`config.mk`:
```
export PLATFORM = sky130hd
export DESIGN_NAME = tracker_channel_effects_flat
export DESIGN_NICKNAME = d
export VERILOG_FILES = /design/src/tce_pkg.sv /design/src/tce_if.sv /design/src/tce_front.sv /design/src/tce_queue.sv /design/src/tce_back.sv /design/src/tracker_channel_effects.sv /design/src/flat_wrapper.sv
export SDC_FILE = /design/constraint.sdc
export NUM_CORES = 2
export LEC_CHECK = 0
export BUFFER_PORTS_ARGS = -buffer_cell sky130_fd_sc_hd__buf_2
export CORE_ASPECT_RATIO = 0.6
export CORE_MARGIN = 8
export CORE_UTILIZATION = 44
export DETAILED_ROUTE_END_ITERATION = 10
export MAX_ROUTING_LAYER = met4
export SLEW_MARGIN = 20
export SYNTH_ARGS = -nofsm -noshare
export SYNTH_HDL_FRONTEND = slang
export SYNTH_HIERARCHICAL = 1
export SYNTH_SLANG_ARGS = --single-unit
```
`constraint.sdc`:
```
create_clock -name clock -period 29 [get_ports clock]
set_input_delay 2.9 -clock clock [delete_from_list [all_inputs] [get_ports clock]]
set_output_delay 2.9 -clock clock [all_outputs]
set_load 0.01 [all_outputs]
```
`src/tce_pkg.sv`:
```
// ----------------------------------------------------------------------------
// tce_pkg: shared types, constants and tables of the channel effect engine
// Holds the item structs, the effect codes, the note table and the wave tables.
// ----------------------------------------------------------------------------
package tce_pkg;

   localparam int CHANNELS   = 4;
   localparam int CH_W       = (CHANNELS > 1) ? $clog2(CHANNELS) : 1;
   localparam int WAVE_LEN   = 64;
   localparam int POS_W      = $clog2(WAVE_LEN);
   localparam int NOTE_COUNT = 36;
   localparam logic [15:0] PERIOD_MAX = 16'd856;
   localparam logic [15:0] PERIOD_MIN = 16'd113;

   // effect command nibbles
   localparam logic [3:0] FX_ARP    = 4'h0;
   localparam logic [3:0] FX_UP     = 4'h1;
   localparam logic [3:0] FX_DOWN   = 4'h2;
   localparam logic [3:0] FX_PORTA  = 4'h3;
   localparam logic [3:0] FX_VIB    = 4'h4;
   localparam logic [3:0] FX_PORTAV = 4'h5;
   localparam logic [3:0] FX_VIBV   = 4'h6;
   localparam logic [3:0] FX_TREM   = 4'h7;
   localparam logic [3:0] FX_VSLIDE = 4'hA;
   localparam logic [3:0] FX_SETVOL = 4'hC;
   localparam logic [3:0] FX_EXT    = 4'hE;

   // extended sub commands
   localparam logic [3:0] EX_FUP   = 4'h1;
   localparam logic [3:0] EX_FDOWN = 4'h2;
   localparam logic [3:0] EX_VWAVE = 4'h4;
   localparam logic [3:0] EX_TWAVE = 4'h7;
   localparam logic [3:0] EX_FVUP  = 4'hA;
   localparam logic [3:0] EX_FVDN  = 4'hB;

   typedef struct packed {
      logic [1:0]  chan;
      logic [4:0]  tick_num;
      logic        row_end;
      logic [11:0] note_period;
      logic [4:0]  sample_num;
      logic [6:0]  sample_vol;
      logic [3:0]  effect_code;
      logic [7:0]  effect_arg;
   } req_type;

   typedef struct packed {
      logic [1:0] out_chan;
      logic [9:0] play_period;
      logic [6:0] play_vol;
      logic       note_trigger;
      logic       silent;
   } rsp_type;

   typedef struct packed {
      logic [POS_W-1:0] pos;
      logic [3:0]       speed;
      logic [3:0]       depth;
      logic [3:0]       wave;
   } osc_type;

   // classified item passed from front to back
   typedef struct packed {
      req_type    req;
      logic       row_start;
      logic [5:0] arp_idx;
      logic       arp_hit;
   } cmd_type;

   function automatic logic [9:0] note_at(input logic [5:0] idx);
      logic [5:0] i;
      i = (idx > 6'd35) ? 6'd35 : idx;
      case (i)
         6'd0: note_at = 10'd856;  6'd1: note_at = 10'd808;  6'd2: note_at = 10'd762;
         6'd3: note_at = 10'd720;  6'd4: note_at = 10'd678;  6'd5: note_at = 10'd640;
         6'd6: note_at = 10'd604;  6'd7: note_at = 10'd570;  6'd8: note_at = 10'd538;
         6'd9: note_at = 10'd508;  6'd10: note_at = 10'd480; 6'd11: note_at = 10'd453;
         6'd12: note_at = 10'd428; 6'd13: note_at = 10'd404; 6'd14: note_at = 10'd381;
         6'd15: note_at = 10'd360; 6'd16: note_at = 10'd339; 6'd17: note_at = 10'd320;
         6'd18: note_at = 10'd302; 6'd19: note_at = 10'd285; 6'd20: note_at = 10'd269;
         6'd21: note_at = 10'd254; 6'd22: note_at = 10'd240; 6'd23: note_at = 10'd226;
         6'd24: note_at = 10'd214; 6'd25: note_at = 10'd202; 6'd26: note_at = 10'd190;
         6'd27: note_at = 10'd180; 6'd28: note_at = 10'd170; 6'd29: note_at = 10'd160;
         6'd30: note_at = 10'd151; 6'd31: note_at = 10'd143; 6'd32: note_at = 10'd135;
         6'd33: note_at = 10'd127; 6'd34: note_at = 10'd120;
         default: note_at = 10'd113;
      endcase
   endfunction

   function automatic logic [6:0] quarter_sine(input logic [4:0] q);
      case (q)
         5'd0: quarter_sine = 7'd0;    5'd1: quarter_sine = 7'd12;
         5'd2: quarter_sine = 7'd24;   5'd3: quarter_sine = 7'd36;
         5'd4: quarter_sine = 7'd48;   5'd5: quarter_sine = 7'd59;
         5'd6: quarter_sine = 7'd70;   5'd7: quarter_sine = 7'd80;
         5'd8: quarter_sine = 7'd89;   5'd9: quarter_sine = 7'd98;
         5'd10: quarter_sine = 7'd105; 5'd11: quarter_sine = 7'd112;
         5'd12: quarter_sine = 7'd117; 5'd13: quarter_sine = 7'd121;
         5'd14: quarter_sine = 7'd124; 5'd15: quarter_sine = 7'd126;
         default: quarter_sine = 7'd127;
      endcase
   endfunction

   // signed wave sample: sine, saw, square, random falls back to sine
   function automatic logic signed [7:0] wave_at(input logic [3:0] wave,
                                                  input logic [5:0] pos);
      logic [4:0]  q;
      logic [4:0]  qi;
      logic [6:0]  s;
      logic [13:0] ramp;
      q  = pos[4:0];
      qi = (q <= 5'd16) ? q : 5'(6'd32 - {1'b0, q});
      s  = quarter_sine(qi);
      case (wave[1:0])
         2'd1: begin
            if (!pos[5]) begin
               ramp = 14'd255 * {8'd0, pos};
               wave_at = -$signed({1'b0, ramp[12:6]});
            end else begin
               ramp = 14'd255 * {7'd0, 7'd64 - {1'b0, pos}};
               wave_at = $signed({1'b0, ramp[12:6]});
            end
         end
         2'd2: begin
            ramp = '0;
            wave_at = pos[5] ? -8'sd127 : 8'sd127;
         end
         default: begin
            ramp = '0;
            wave_at = pos[5] ? -$signed({1'b0, s}) : $signed({1'b0, s});
         end
      endcase
   endfunction

endpackage

```
`src/tce_if.sv`:
```
// ----------------------------------------------------------------------------
// tce_req_if / tce_rsp_if: valid-ready channels of the effect engine
// One interface per channel, each with a source and a sink modport.
// ----------------------------------------------------------------------------
interface tce_req_if;
   logic             valid;
   logic             ready;
   tce_pkg::req_type data;
   modport source (output valid, output data, input ready);
   modport sink   (input valid, input data, output ready);
endinterface

interface tce_rsp_if;
   logic             valid;
   logic             ready;
   tce_pkg::rsp_type data;
   modport source (output valid, output data, input ready);
   modport sink   (input valid, input data, output ready);
endinterface

```
`src/tce_front.sv`:
```
// ----------------------------------------------------------------------------
// tce_front: accept and classify items
// Registers each item with its row-start flag and the arpeggio note lookup
// of the cell period, then offers it to the queue.
// ----------------------------------------------------------------------------
module tce_front (
   input  logic                clock,
   input  logic                reset,
   input  logic                in_valid,
   output logic                in_ready,
   input  tce_pkg::req_type    in_data,
   output logic                cmd_valid,
   input  logic                cmd_ready,
   output tce_pkg::cmd_type    cmd_data
);
   import tce_pkg::*;

   logic    valid_ff, valid_in;
   cmd_type cmd_ff, cmd_in;
   logic [5:0] idx;
   logic       hit;

   // search the note table for the cell period (independent compares)
   always_comb begin
      idx = '0;
      hit = 1'b0;
      for (int i = NOTE_COUNT - 1; i >= 0; i--) begin
         if ({2'b0, note_at(6'(i))} == in_data.note_period) begin
            idx = 6'(i);
            hit = 1'b1;
         end
      end
   end

   assign in_ready = !valid_ff || cmd_ready;

   // classify the item
   always_comb begin
      cmd_in           = cmd_ff;
      valid_in         = valid_ff && !cmd_ready;
      if (in_valid && in_ready) begin
         valid_in         = 1'b1;
         cmd_in.req       = in_data;
         cmd_in.row_start = (in_data.tick_num == 5'd0);
         cmd_in.arp_idx   = idx;
         cmd_in.arp_hit   = hit;
      end
   end

   always_ff @(posedge clock) begin
      if (reset) valid_ff <= 1'b0;
      else       valid_ff <= valid_in;
      cmd_ff <= cmd_in;
   end

   assign cmd_valid = valid_ff;
   assign cmd_data  = cmd_ff;
endmodule

```
`src/tce_queue.sv`:
```
// ----------------------------------------------------------------------------
// tce_queue: short queue between front and back
// Two entries, so front and back stall on their own.
// ----------------------------------------------------------------------------
module tce_queue (
   input  logic             clock,
   input  logic             reset,
   input  logic             wr_valid,
   output logic             wr_ready,
   input  tce_pkg::cmd_type wr_data,
   output logic             rd_valid,
   input  logic             rd_ready,
   output tce_pkg::cmd_type rd_data
);
   import tce_pkg::*;

   cmd_type    mem_ff [2];
   logic       wptr_ff, wptr_in, rptr_ff, rptr_in;
   logic [1:0] cnt_ff, cnt_in;
   logic       push, pop;

   assign wr_ready = (cnt_ff != 2'd2);
   assign rd_valid = (cnt_ff != 2'd0);
   assign rd_data  = mem_ff[rptr_ff];
   assign push     = wr_valid && wr_ready;
   assign pop      = rd_valid && rd_ready;

   // advance pointers and count
   always_comb begin
      wptr_in = wptr_ff ^ push;
      rptr_in = rptr_ff ^ pop;
      cnt_in  = 2'(cnt_ff + {1'b0, push} - {1'b0, pop});
   end

   always_ff @(posedge clock) begin
      if (reset) begin
         wptr_ff <= 1'b0;
         rptr_ff <= 1'b0;
         cnt_ff  <= 2'd0;
      end else begin
         wptr_ff <= wptr_in;
         rptr_ff <= rptr_in;
         cnt_ff  <= cnt_in;
      end
      if (push) mem_ff[wptr_ff] <= wr_data;
   end
endmodule

```
`src/tce_back.sv`:
```
// ----------------------------------------------------------------------------
// tce_back: carry out the effect of one tick on the channel state
// Reads and writes the per-channel state in the cycle an item is taken and
// registers the result in an output stage.
// ----------------------------------------------------------------------------
module tce_back (
   input  logic             clock,
   input  logic             reset,
   input  logic             cmd_valid,
   output logic             cmd_ready,
   input  tce_pkg::cmd_type cmd_data,
   output logic             out_valid,
   input  logic             out_ready,
   output tce_pkg::rsp_type out_data
);
   import tce_pkg::*;

   logic [15:0] base_ff [CHANNELS];
   logic [15:0] shown_ff [CHANNELS];
   logic [15:0] target_ff [CHANNELS];
   logic [7:0]  speed_ff [CHANNELS];
   logic [6:0]  level_ff [CHANNELS];
   logic [6:0]  saved_ff [CHANNELS];
   logic [15:0] arp_ff [CHANNELS][3];
   osc_type     vib_ff [CHANNELS];
   osc_type     trem_ff [CHANNELS];
   logic        has_ff [CHANNELS];
   logic        stop_ff [CHANNELS];
   logic        valid_ff;
   rsp_type     rsp_ff;

   logic [15:0] base_n, shown_n, target_n, per_out;
   logic [7:0]  speed_n;
   logic [6:0]  level_n, saved_n, vol_out;
   logic [15:0] arp_n [3];
   osc_type     vib_n, trem_n;
   logic        has_n, stop_n, trig, take, arp_wr;
   logic [CH_W-1:0] ch;
   req_type     r;
   logic [3:0]  lo, hi;
   logic signed [9:0]  vol;
   logic signed [7:0]  w;
   logic signed [12:0] prod;
   logic signed [12:0] delta;
   logic [7:0]  wmag;
   logic [11:0] tmag;
   logic [16:0] diff;
   logic [5:0]  aidx;
   logic [1:0]  tmod;

   // tick number modulo three from the bit weights 1, 2, 1, 2, 1
   function automatic logic [1:0] mod3(input logic [4:0] t);
      logic [2:0] s;
      s = 3'(t[0]) + 3'(t[2]) + 3'(t[4]) + {1'b0, t[1], 1'b0} + {1'b0, t[3], 1'b0};
      if (s inside {3'd0, 3'd3, 3'd6})      mod3 = 2'd0;
      else if (s inside {3'd1, 3'd4, 3'd7}) mod3 = 2'd1;
      else                                  mod3 = 2'd2;
   endfunction

   assign take      = cmd_valid && cmd_ready;
   assign cmd_ready = !valid_ff || out_ready;
   assign r   = cmd_data.req;
   assign ch  = CH_W'(r.chan % CHANNELS);
   assign lo  = r.effect_arg[3:0];
   assign hi  = r.effect_arg[7:4];
   assign tmod = mod3(r.tick_num);

   function automatic logic signed [9:0] vslide(input logic signed [9:0] v,
                                                 input logic [7:0] a);
      if (a[7:4] != 4'd0) vslide = v + $signed({6'd0, a[7:4]});
      else                vslide = v - $signed({2'd0, a});
   endfunction

   // run the effect of the item
   always_comb begin
      base_n   = base_ff[ch];
      shown_n  = shown_ff[ch];
      target_n = target_ff[ch];
      speed_n  = speed_ff[ch];
      saved_n  = saved_ff[ch];
      for (int k = 0; k < 3; k++) arp_n[k] = arp_ff[ch][k];
      vib_n    = vib_ff[ch];
      trem_n   = trem_ff[ch];
      has_n    = has_ff[ch];
      stop_n   = stop_ff[ch];
      vol      = $signed({3'd0, level_ff[ch]});
      trig     = 1'b0;
      arp_wr   = 1'b0;
      w        = '0;
      prod     = '0;
      delta    = '0;
      wmag     = '0;
      tmag     = '0;
      diff     = '0;
      aidx     = '0;
      if (cmd_data.row_start) begin
         if (r.sample_num != 5'd0) begin
            stop_n = 1'b0;
            has_n  = 1'b1;
            vol    = $signed({3'd0, r.sample_vol});
         end
         if (r.note_period != 12'd0) begin
            if (r.effect_code != FX_PORTA && r.effect_code != FX_PORTAV) begin
               base_n  = {4'd0, r.note_period};
               shown_n = {4'd0, r.note_period};
               stop_n  = 1'b0;
               trig    = 1'b1;
            end
            target_n = {4'd0, r.note_period};
         end
         case (r.effect_code)
            FX_ARP: begin
               if (r.effect_arg != 8'd0) begin
                  base_n = target_n;
                  // target equals the cell period when one is given
                  if (r.note_period != 12'd0) begin
                     arp_wr = cmd_data.arp_hit;
                     aidx   = cmd_data.arp_idx;
                  end else begin
                     for (int i = NOTE_COUNT - 1; i >= 0; i--) begin
                        if ({6'd0, note_at(6'(i))} == target_n) begin
                           aidx   = 6'(i);
                           arp_wr = 1'b1;
                        end
                     end
                  end
                  if (arp_wr) begin
                     arp_n[0] = base_n;
                     arp_n[1] = {6'd0, note_at(6'(aidx + hi))};
                     arp_n[2] = {6'd0, note_at(6'(aidx + lo))};
                  end
               end
            end
            FX_PORTA: if (r.effect_arg != 8'd0) speed_n = r.effect_arg;
            FX_VIB: begin
               if (r.effect_arg != 8'd0) begin
                  vib_n.depth = lo;
                  vib_n.speed = hi;
               end
               if (!vib_n.wave[2]) vib_n.pos = '0;
            end
            FX_TREM: begin
               saved_n = 7'(vol);
               if (r.effect_arg != 8'd0) begin
                  trem_n.depth = lo;
                  trem_n.speed = hi;
               end
               if (!trem_n.wave[2]) trem_n.pos = '0;
            end
            FX_SETVOL: vol = (r.effect_arg > 8'd64) ? 10'sd64 : $signed({2'd0, r.effect_arg});
            FX_EXT: begin
               case (hi)
                  EX_FUP: begin
                     base_n  = 16'(base_n - {12'd0, lo});
                     shown_n = base_n;
                  end
                  EX_FDOWN: begin
                     base_n  = 16'(base_n + {12'd0, lo});
                     shown_n = base_n;
                  end
                  EX_FVUP: vol = vol + $signed({6'd0, lo});
                  EX_FVDN: vol = vol - $signed({6'd0, lo});
                  default: ;
               endcase
            end
            default: ;
         endcase
         if (shown_n == 16'd0 || !has_n) stop_n = 1'b1;
      end else begin
         case (r.effect_code)
            FX_ARP: if (r.effect_arg != 8'd0) shown_n = arp_n[tmod];
            FX_UP: begin
               base_n  = 16'(base_n - {8'd0, r.effect_arg});
               shown_n = base_n;
            end
            FX_DOWN: begin
               base_n  = 16'(base_n + {8'd0, r.effect_arg});
               shown_n = base_n;
            end
            FX_PORTA, FX_PORTAV: begin
               if (r.effect_code == FX_PORTAV) vol = vslide(vol, r.effect_arg);
               diff = (target_n > base_n) ? 17'(target_n - base_n)
                                          : 17'(base_n - target_n);
               if (diff < {9'd0, speed_n}) base_n = target_n;
               else if (target_n > base_n) base_n = 16'(base_n + {8'd0, speed_n});
               else                        base_n = 16'(base_n - {8'd0, speed_n});
               shown_n = base_n;
            end
            FX_VIB, FX_VIBV: begin
               if (r.effect_code == FX_VIBV) vol = vslide(vol, r.effect_arg);
               w     = wave_at(vib_n.wave, vib_n.pos);
               prod  = $signed({9'd0, vib_n.depth}) * 13'(w);
               delta = prod >>> 7;
               shown_n = 16'(base_n + 16'(delta));
               vib_n.pos = 6'(vib_n.pos + {2'd0, vib_n.speed});
            end
            FX_TREM: begin
               w    = wave_at(trem_n.wave, trem_n.pos);
               wmag = w[7] ? 8'(-w) : 8'(w);
               tmag = {8'd0, trem_n.depth} * {4'd0, wmag};
               vol  = w[7] ? $signed({3'd0, saved_n}) - $signed({4'd0, tmag[11:6]})
                           : $signed({3'd0, saved_n}) + $signed({4'd0, tmag[11:6]});
               trem_n.pos = 6'(trem_n.pos + {2'd0, trem_n.speed});
            end
            FX_VSLIDE: vol = vslide(vol, r.effect_arg);
            FX_EXT: begin
               if (hi == EX_VWAVE)      vib_n.wave  = lo;
               else if (hi == EX_TWAVE) trem_n.wave = lo;
            end
            default: ;
         endcase
      end
      // clamp volume and period
      if (vol < 0)        vol_out = 7'd0;
      else if (vol > 64)  vol_out = 7'd64;
      else                vol_out = 7'(vol);
      if (shown_n > PERIOD_MAX)      per_out = PERIOD_MAX;
      else if (shown_n < PERIOD_MIN) per_out = PERIOD_MIN;
      else                           per_out = shown_n;
      level_n = vol_out;
      if (r.row_end) begin
         shown_n = base_n;
         if (r.effect_code == FX_TREM) level_n = saved_n;
      end else begin
         shown_n = per_out;
      end
   end

   // write back channel state and register the result
   always_ff @(posedge clock) begin
      if (reset) begin
         valid_ff <= 1'b0;
         for (int c = 0; c < CHANNELS; c++) begin
            base_ff[c]   <= '0;
            shown_ff[c]  <= '0;
            target_ff[c] <= '0;
            speed_ff[c]  <= '0;
            level_ff[c]  <= '0;
            saved_ff[c]  <= '0;
            for (int k = 0; k < 3; k++) arp_ff[c][k] <= '0;
            vib_ff[c]    <= '0;
            trem_ff[c]   <= '0;
            has_ff[c]    <= 1'b0;
            stop_ff[c]   <= 1'b1;
         end
      end else begin
         if (take) valid_ff <= 1'b1;
         else if (out_ready) valid_ff <= 1'b0;
         if (take) begin
            base_ff[ch]   <= base_n;
            shown_ff[ch]  <= shown_n;
            target_ff[ch] <= target_n;
            speed_ff[ch]  <= speed_n;
            level_ff[ch]  <= level_n;
            saved_ff[ch]  <= saved_n;
            for (int k = 0; k < 3; k++) arp_ff[ch][k] <= arp_n[k];
            vib_ff[ch]    <= vib_n;
            trem_ff[ch]   <= trem_n;
            has_ff[ch]    <= has_n;
            stop_ff[ch]   <= stop_n;
         end
      end
      if (take) begin
         rsp_ff.out_chan     <= 2'(ch);
         rsp_ff.play_period  <= per_out[9:0];
         rsp_ff.play_vol     <= vol_out;
         rsp_ff.note_trigger <= trig;
         rsp_ff.silent       <= stop_n;
      end
   end

   assign out_valid = valid_ff;
   assign out_data  = rsp_ff;
endmodule

```
`src/tracker_channel_effects.sv`:
```
// ----------------------------------------------------------------------------
// tracker_channel_effects: per-channel effect engine of a four-channel tracker
// Front stage, two-entry queue and back stage with channel state.
// ----------------------------------------------------------------------------
// One item (one tick of one channel) is taken per clock cycle when the result
// side keeps up; the item passes the front register and the queue entry, and
// its result is registered in the output register of the back stage, from
// which it can be taken. The rate is set by the back stage, which reads and
// writes a channel's state in the cycle it takes an item, so consecutive ticks
// of the same channel follow each other without a gap.
module tracker_channel_effects (
   input  logic clock,
   input  logic reset,
   tce_req_if.sink   req,
   tce_rsp_if.source rsp
);
   import tce_pkg::*;

   logic    f_valid, f_ready, q_valid, q_ready;
   cmd_type f_data, q_data;

   tce_front u_front (
      .clock, .reset,
      .in_valid(req.valid), .in_ready(req.ready), .in_data(req.data),
      .cmd_valid(f_valid), .cmd_ready(f_ready), .cmd_data(f_data)
   );

   tce_queue u_queue (
      .clock, .reset,
      .wr_valid(f_valid), .wr_ready(f_ready), .wr_data(f_data),
      .rd_valid(q_valid), .rd_ready(q_ready), .rd_data(q_data)
   );

   tce_back u_back (
      .clock, .reset,
      .cmd_valid(q_valid), .cmd_ready(q_ready), .cmd_data(q_data),
      .out_valid(rsp.valid), .out_ready(rsp.ready), .out_data(rsp.data)
   );
endmodule

```
`src/flat_wrapper.sv`:
```
// flat-port wrapper written by rule: the top's interface ports become plain ports
module tracker_channel_effects_flat import tce_pkg::*;
  (clock, reset, req_valid, req_data, req_ready, rsp_valid, rsp_data, rsp_ready);
  tce_req_if req_i ();
  tce_rsp_if rsp_i ();
  input  logic clock;
  input  logic reset;
  input wire logic [$bits(req_i.valid)-1:0] req_valid;
  input wire logic [$bits(req_i.data)-1:0] req_data;
  output wire logic [$bits(req_i.ready)-1:0] req_ready;
  output wire logic [$bits(rsp_i.valid)-1:0] rsp_valid;
  output wire logic [$bits(rsp_i.data)-1:0] rsp_data;
  input wire logic [$bits(rsp_i.ready)-1:0] rsp_ready;
  assign req_i.valid = req_valid;
  assign req_i.data = req_data;
  assign req_ready = req_i.ready;
  assign rsp_valid = rsp_i.valid;
  assign rsp_data = rsp_i.data;
  assign rsp_i.ready = rsp_ready;
  tracker_channel_effects u_core (.clock(clock), .reset(reset), .req(req_i), .rsp(rsp_i));
endmodule
```
==> summary.md <==
| Metric | Value |
|---|---|
| Outcome | `completed` |
| Number of global-route vias before repair | `39.8k` |
| Critical Path End Type | `flip-flop` |
| Slowest CP cell | `mux4_2` |
| # Max-Cap Violations | `0` |
| Pre-Repair DR Iteration Count | `6` |
| Routed length per instance | `25.6 microns` |
| Routed wire length | `174000 microns` |
| Met1 Track Usage GR | `0.408` |
| Fill count | `11.2k` |
| Synth area leader | `edfxtp_1` |
| Ranking of synthesized cells by area | `edfxtp_1 44%, ha_1 7.2%, mux4_2 6.0%, nor2_1 5.4%, fa_1 3.9%` |
| Antenna violations before repair | `6` |
| Setup TNS | `0 ns` |
| Layout cells sized above 1 | `0.113` |
| Mean post-synth cell area | `10.5 sq um` |
| Ys Warns | `6` |
| First-pass GRT wire length | `260000 microns` |
| Number of cell rows | `99` |
| Dpl hpwl | `122000 microns` |
| Root buf cell | `clkbuf_16` |
| Largest net degree at the start of global routing | `102` |
| Busiest grt layer | `met1` |
| Cts bufs inserted | `73` |
| TritonCTS Sinks | `799` |
| CTS tree | `done` |
| Total GRT Usage | `0.257` |
| Worst hold-check path type | `flip-flop to flip-flop` |
| Gpl congestion | `1.01` |
| Yosys cell types | `116` |
| H-tree depth | `3` |
| Core outline area | `122000 sq um` |
| Final min period | `15.75 ns` |
| Critical path arrival | `16.13 ns` |
| Slew @ Worst Pin | `1.28 ns` |
| Clock skew | `0.0262 ns` |
| Critical path peak fanout | `67` |
| Fin nets | `5598` |
| Critical path launch point type | `flip-flop` |
| Register area share after synthesis | `0.441` |
| RSZ-0062 raised after global routing | `false` |
| WS Path Type | `flip-flop to flip-flop` |
| DR iter-0 viols | `5877` |
| Final hold vios | `0` |
| Setup Viol. Count Final | `0` |
| Synth async-reset ratio | `0` |
| Worst Hold Margin | `0.443 ns` |
| Full die area | `135000 sq um` |
| PortBufs | `70` |
| Most frequent CP cell | `inv_1` |
| M3 GR Usage | `0.0653` |
| Worst EP required | `29.38 ns` |
| Clock latency on the worst-skew pair | `0.68 ns` |
| Residual DRC | `0` |
| Fin util | `0.482` |
| Initial Util | `0.445` |
| Max stage delay on crit path | `0.82 ns` |
| Layout area overhead | `8.27%` |
| Via density | `6.21` |
| Via count | `42.3k` |
| Most common cell after layout, fill and taps aside | `edfxtp_1` |
| Number of flops mapped to enable cells by yosys | `790` |
| Routing usage on met2 | `0.325` |
| Synth Cell Area | `54300 sq um` |
| CTS Hold Bufs | `0` |
| Post-CTS Resized | `0` |
| Period Utilization, post-route | `0.543` |
| Clock Pin Slew Worst Setup and Hold Paths | `0.07 ns` |
| #FFs+latches synth | `799` |
| Fin. max-slew vios | `0` |
| Cells after Synth | `5170` |
| Gr ovfl total | `0` |
| Setup bufs post-CTS | `0` |
| Synth Flop Type | `edfxtp_1` |
| Most frequent cells in the layout | `790 x edfxtp_1, 776 x nor2_1, 372 x inv_1` |
| Top cell type's share of synthesized area | `0.437` |
| I/O pin count | `71` |
| Net count after synthesis | `5637` |
| Max_slew headroom | `0.140` |
| Clock Tree Buf Depth | `3` |
| Die Y | `288 microns` |
| DIE WIDTH | `469 microns` |
| Routed Antenna Nets | `0` |
| Fmax achieved | `0.0635 GHz` |
## layout make-up
class | instances | area (sq um) | share of cell area
antenna | 3 | 7.51 | 0.000128
timing repair buffer | 160 | 1040 | 0.0177
inverter | 377 | 1420 | 0.0241
multi-input combinational | 3720 | 28000 | 0.476
sequential | 799 | 23900 | 0.407
clock buffer | 88 | 1930 | 0.0328
clock inverter | 43 | 444 | 0.00756
tap | 1616 | 2020 | 0.0344
## Yosys cell counts, types with 16 or more instances
| library cell | n |
|---|---|
| buf_2 | 50 |
| nor2_1 | 781 |
| or3_1 | 20 |
| o22ai_1 | 46 |
| nor2b_1 | 57 |
| mux2_2 | 68 |
| a221o_1 | 16 |
| a21o_1 | 67 |
| o21bai_1 | 25 |
| clkbuf_1 | 170 |
| xor2_1 | 55 |
| a31oi_1 | 32 |
| buf_1 | 35 |
| nor4_1 | 31 |
| o211ai_1 | 33 |
| mux2i_1 | 60 |
| o21a_1 | 27 |
| nand2b_1 | 57 |
| a21oi_1 | 268 |
| fa_1 | 105 |
| or4_1 | 17 |
| ha_1 | 314 |
| or2_2 | 20 |
| nand3_1 | 90 |
| and2_1 | 49 |
| o32ai_1 | 20 |
| inv_1 | 372 |
| o21ai_0 | 208 |
| a211oi_1 | 56 |
| nor3_1 | 124 |
| nand4_1 | 24 |
| a221oi_1 | 16 |
| o21ai_1 | 17 |
| xnor2_1 | 125 |
| edfxtp_1 | 790 |
| o221ai_1 | 20 |
| mux4_2 | 144 |
| nand2_1 | 350 |
| o31ai_1 | 16 |
| a22oi_1 | 25 |
| and3_1 | 85 |
## stage by stage
stage               std cells  setup WS, ns  instance area, sq um
floorplan                5170         13.67                 54300
global placement         6672         13.61                 56300
detailed placement       6672         13.53                 56300
CTS                      6803         13.41                 58700
global route             6803         12.14                 58700
finish                   6806         13.25                 58700
## per-layer routing
metal	wire length (microns)	vias up	part of all wire
met2	65600	2294	0.38
li1	-	18841	-
met1	83600	20948	0.48
met3	21900	189	0.13
met4	2740	0	0.016
met5	0	-	0
## path summary, 6_finish.rpt
check | startpoint | end | slack (ns) | cells past startpoint
worst max register to register | u_core/u_queue/rptr_ff | u_core/u_back/shown_ff[1][3] | 13.25 | 59
worst min-delay path | u_core/u_front/cmd_data[39] | u_core/u_queue/mem_ff[1][39] | 0.44 | 0
worst min register to register | u_core/u_front/cmd_data[39] | u_core/u_queue/mem_ff[1][39] | 0.44 | 0
worst max-delay path | u_core/u_queue/rptr_ff | u_core/u_back/shown_ff[1][3] | 13.25 | 59
## critical path: cells and delay by family, from the launching register on
kind                     cells  cell delay, ns
AND/OR/NAND/NOR              7            1.35
XOR/XNOR                     4            0.63
buffers and inverters       12            1.59
multiplexers                 4            1.93
AO/OA/AOI/OAI               20            4.28
flip-flops                   1            0.34
adder cells (fa/ha/maj)     12            5.07
## flip-flops by register name (all words and copies together) (netlist names), 2 cells and up
name / count
u_core/u_back/saved_ff: 28
u_core/u_queue/mem_ff: 104
u_core/u_back/arp_ff: 192
u_core/u_back/stop_ff: 4
u_core/u_back/target_ff: 64
u_core/u_back/shown_ff: 64
u_core/u_back/vib_ff: 68
u_core/u_front/cmd_data: 52
u_core/u_back/has_ff: 4
u_core/u_queue/cnt_ff: 2
u_core/u_back/trem_ff: 68
u_core/u_back/level_ff: 28
u_core/u_back/speed_ff: 32
u_core/u_back/out_data: 21
u_core/u_back/base_ff: 64
## logic make-up after synthesis
| group | after synthesis | synth area share |
|---|---|---|
| AO/OA/AOI/OAI | 1063 | 0.131 |
| XOR/XNOR | 188 | 0.0320 |
| adder cells (fa/ha/maj) | 420 | 0.111 |
| buffers and inverters | 651 | 0.0478 |
| flip-flops | 799 | 0.441 |
| multiplexers | 275 | 0.0858 |
| AND/OR/NAND/NOR | 1774 | 0.151 |
Power is left out: the tool's default activity adds up to more than one toggle a clock period on the data nets, which glitch-free logic cannot reach.
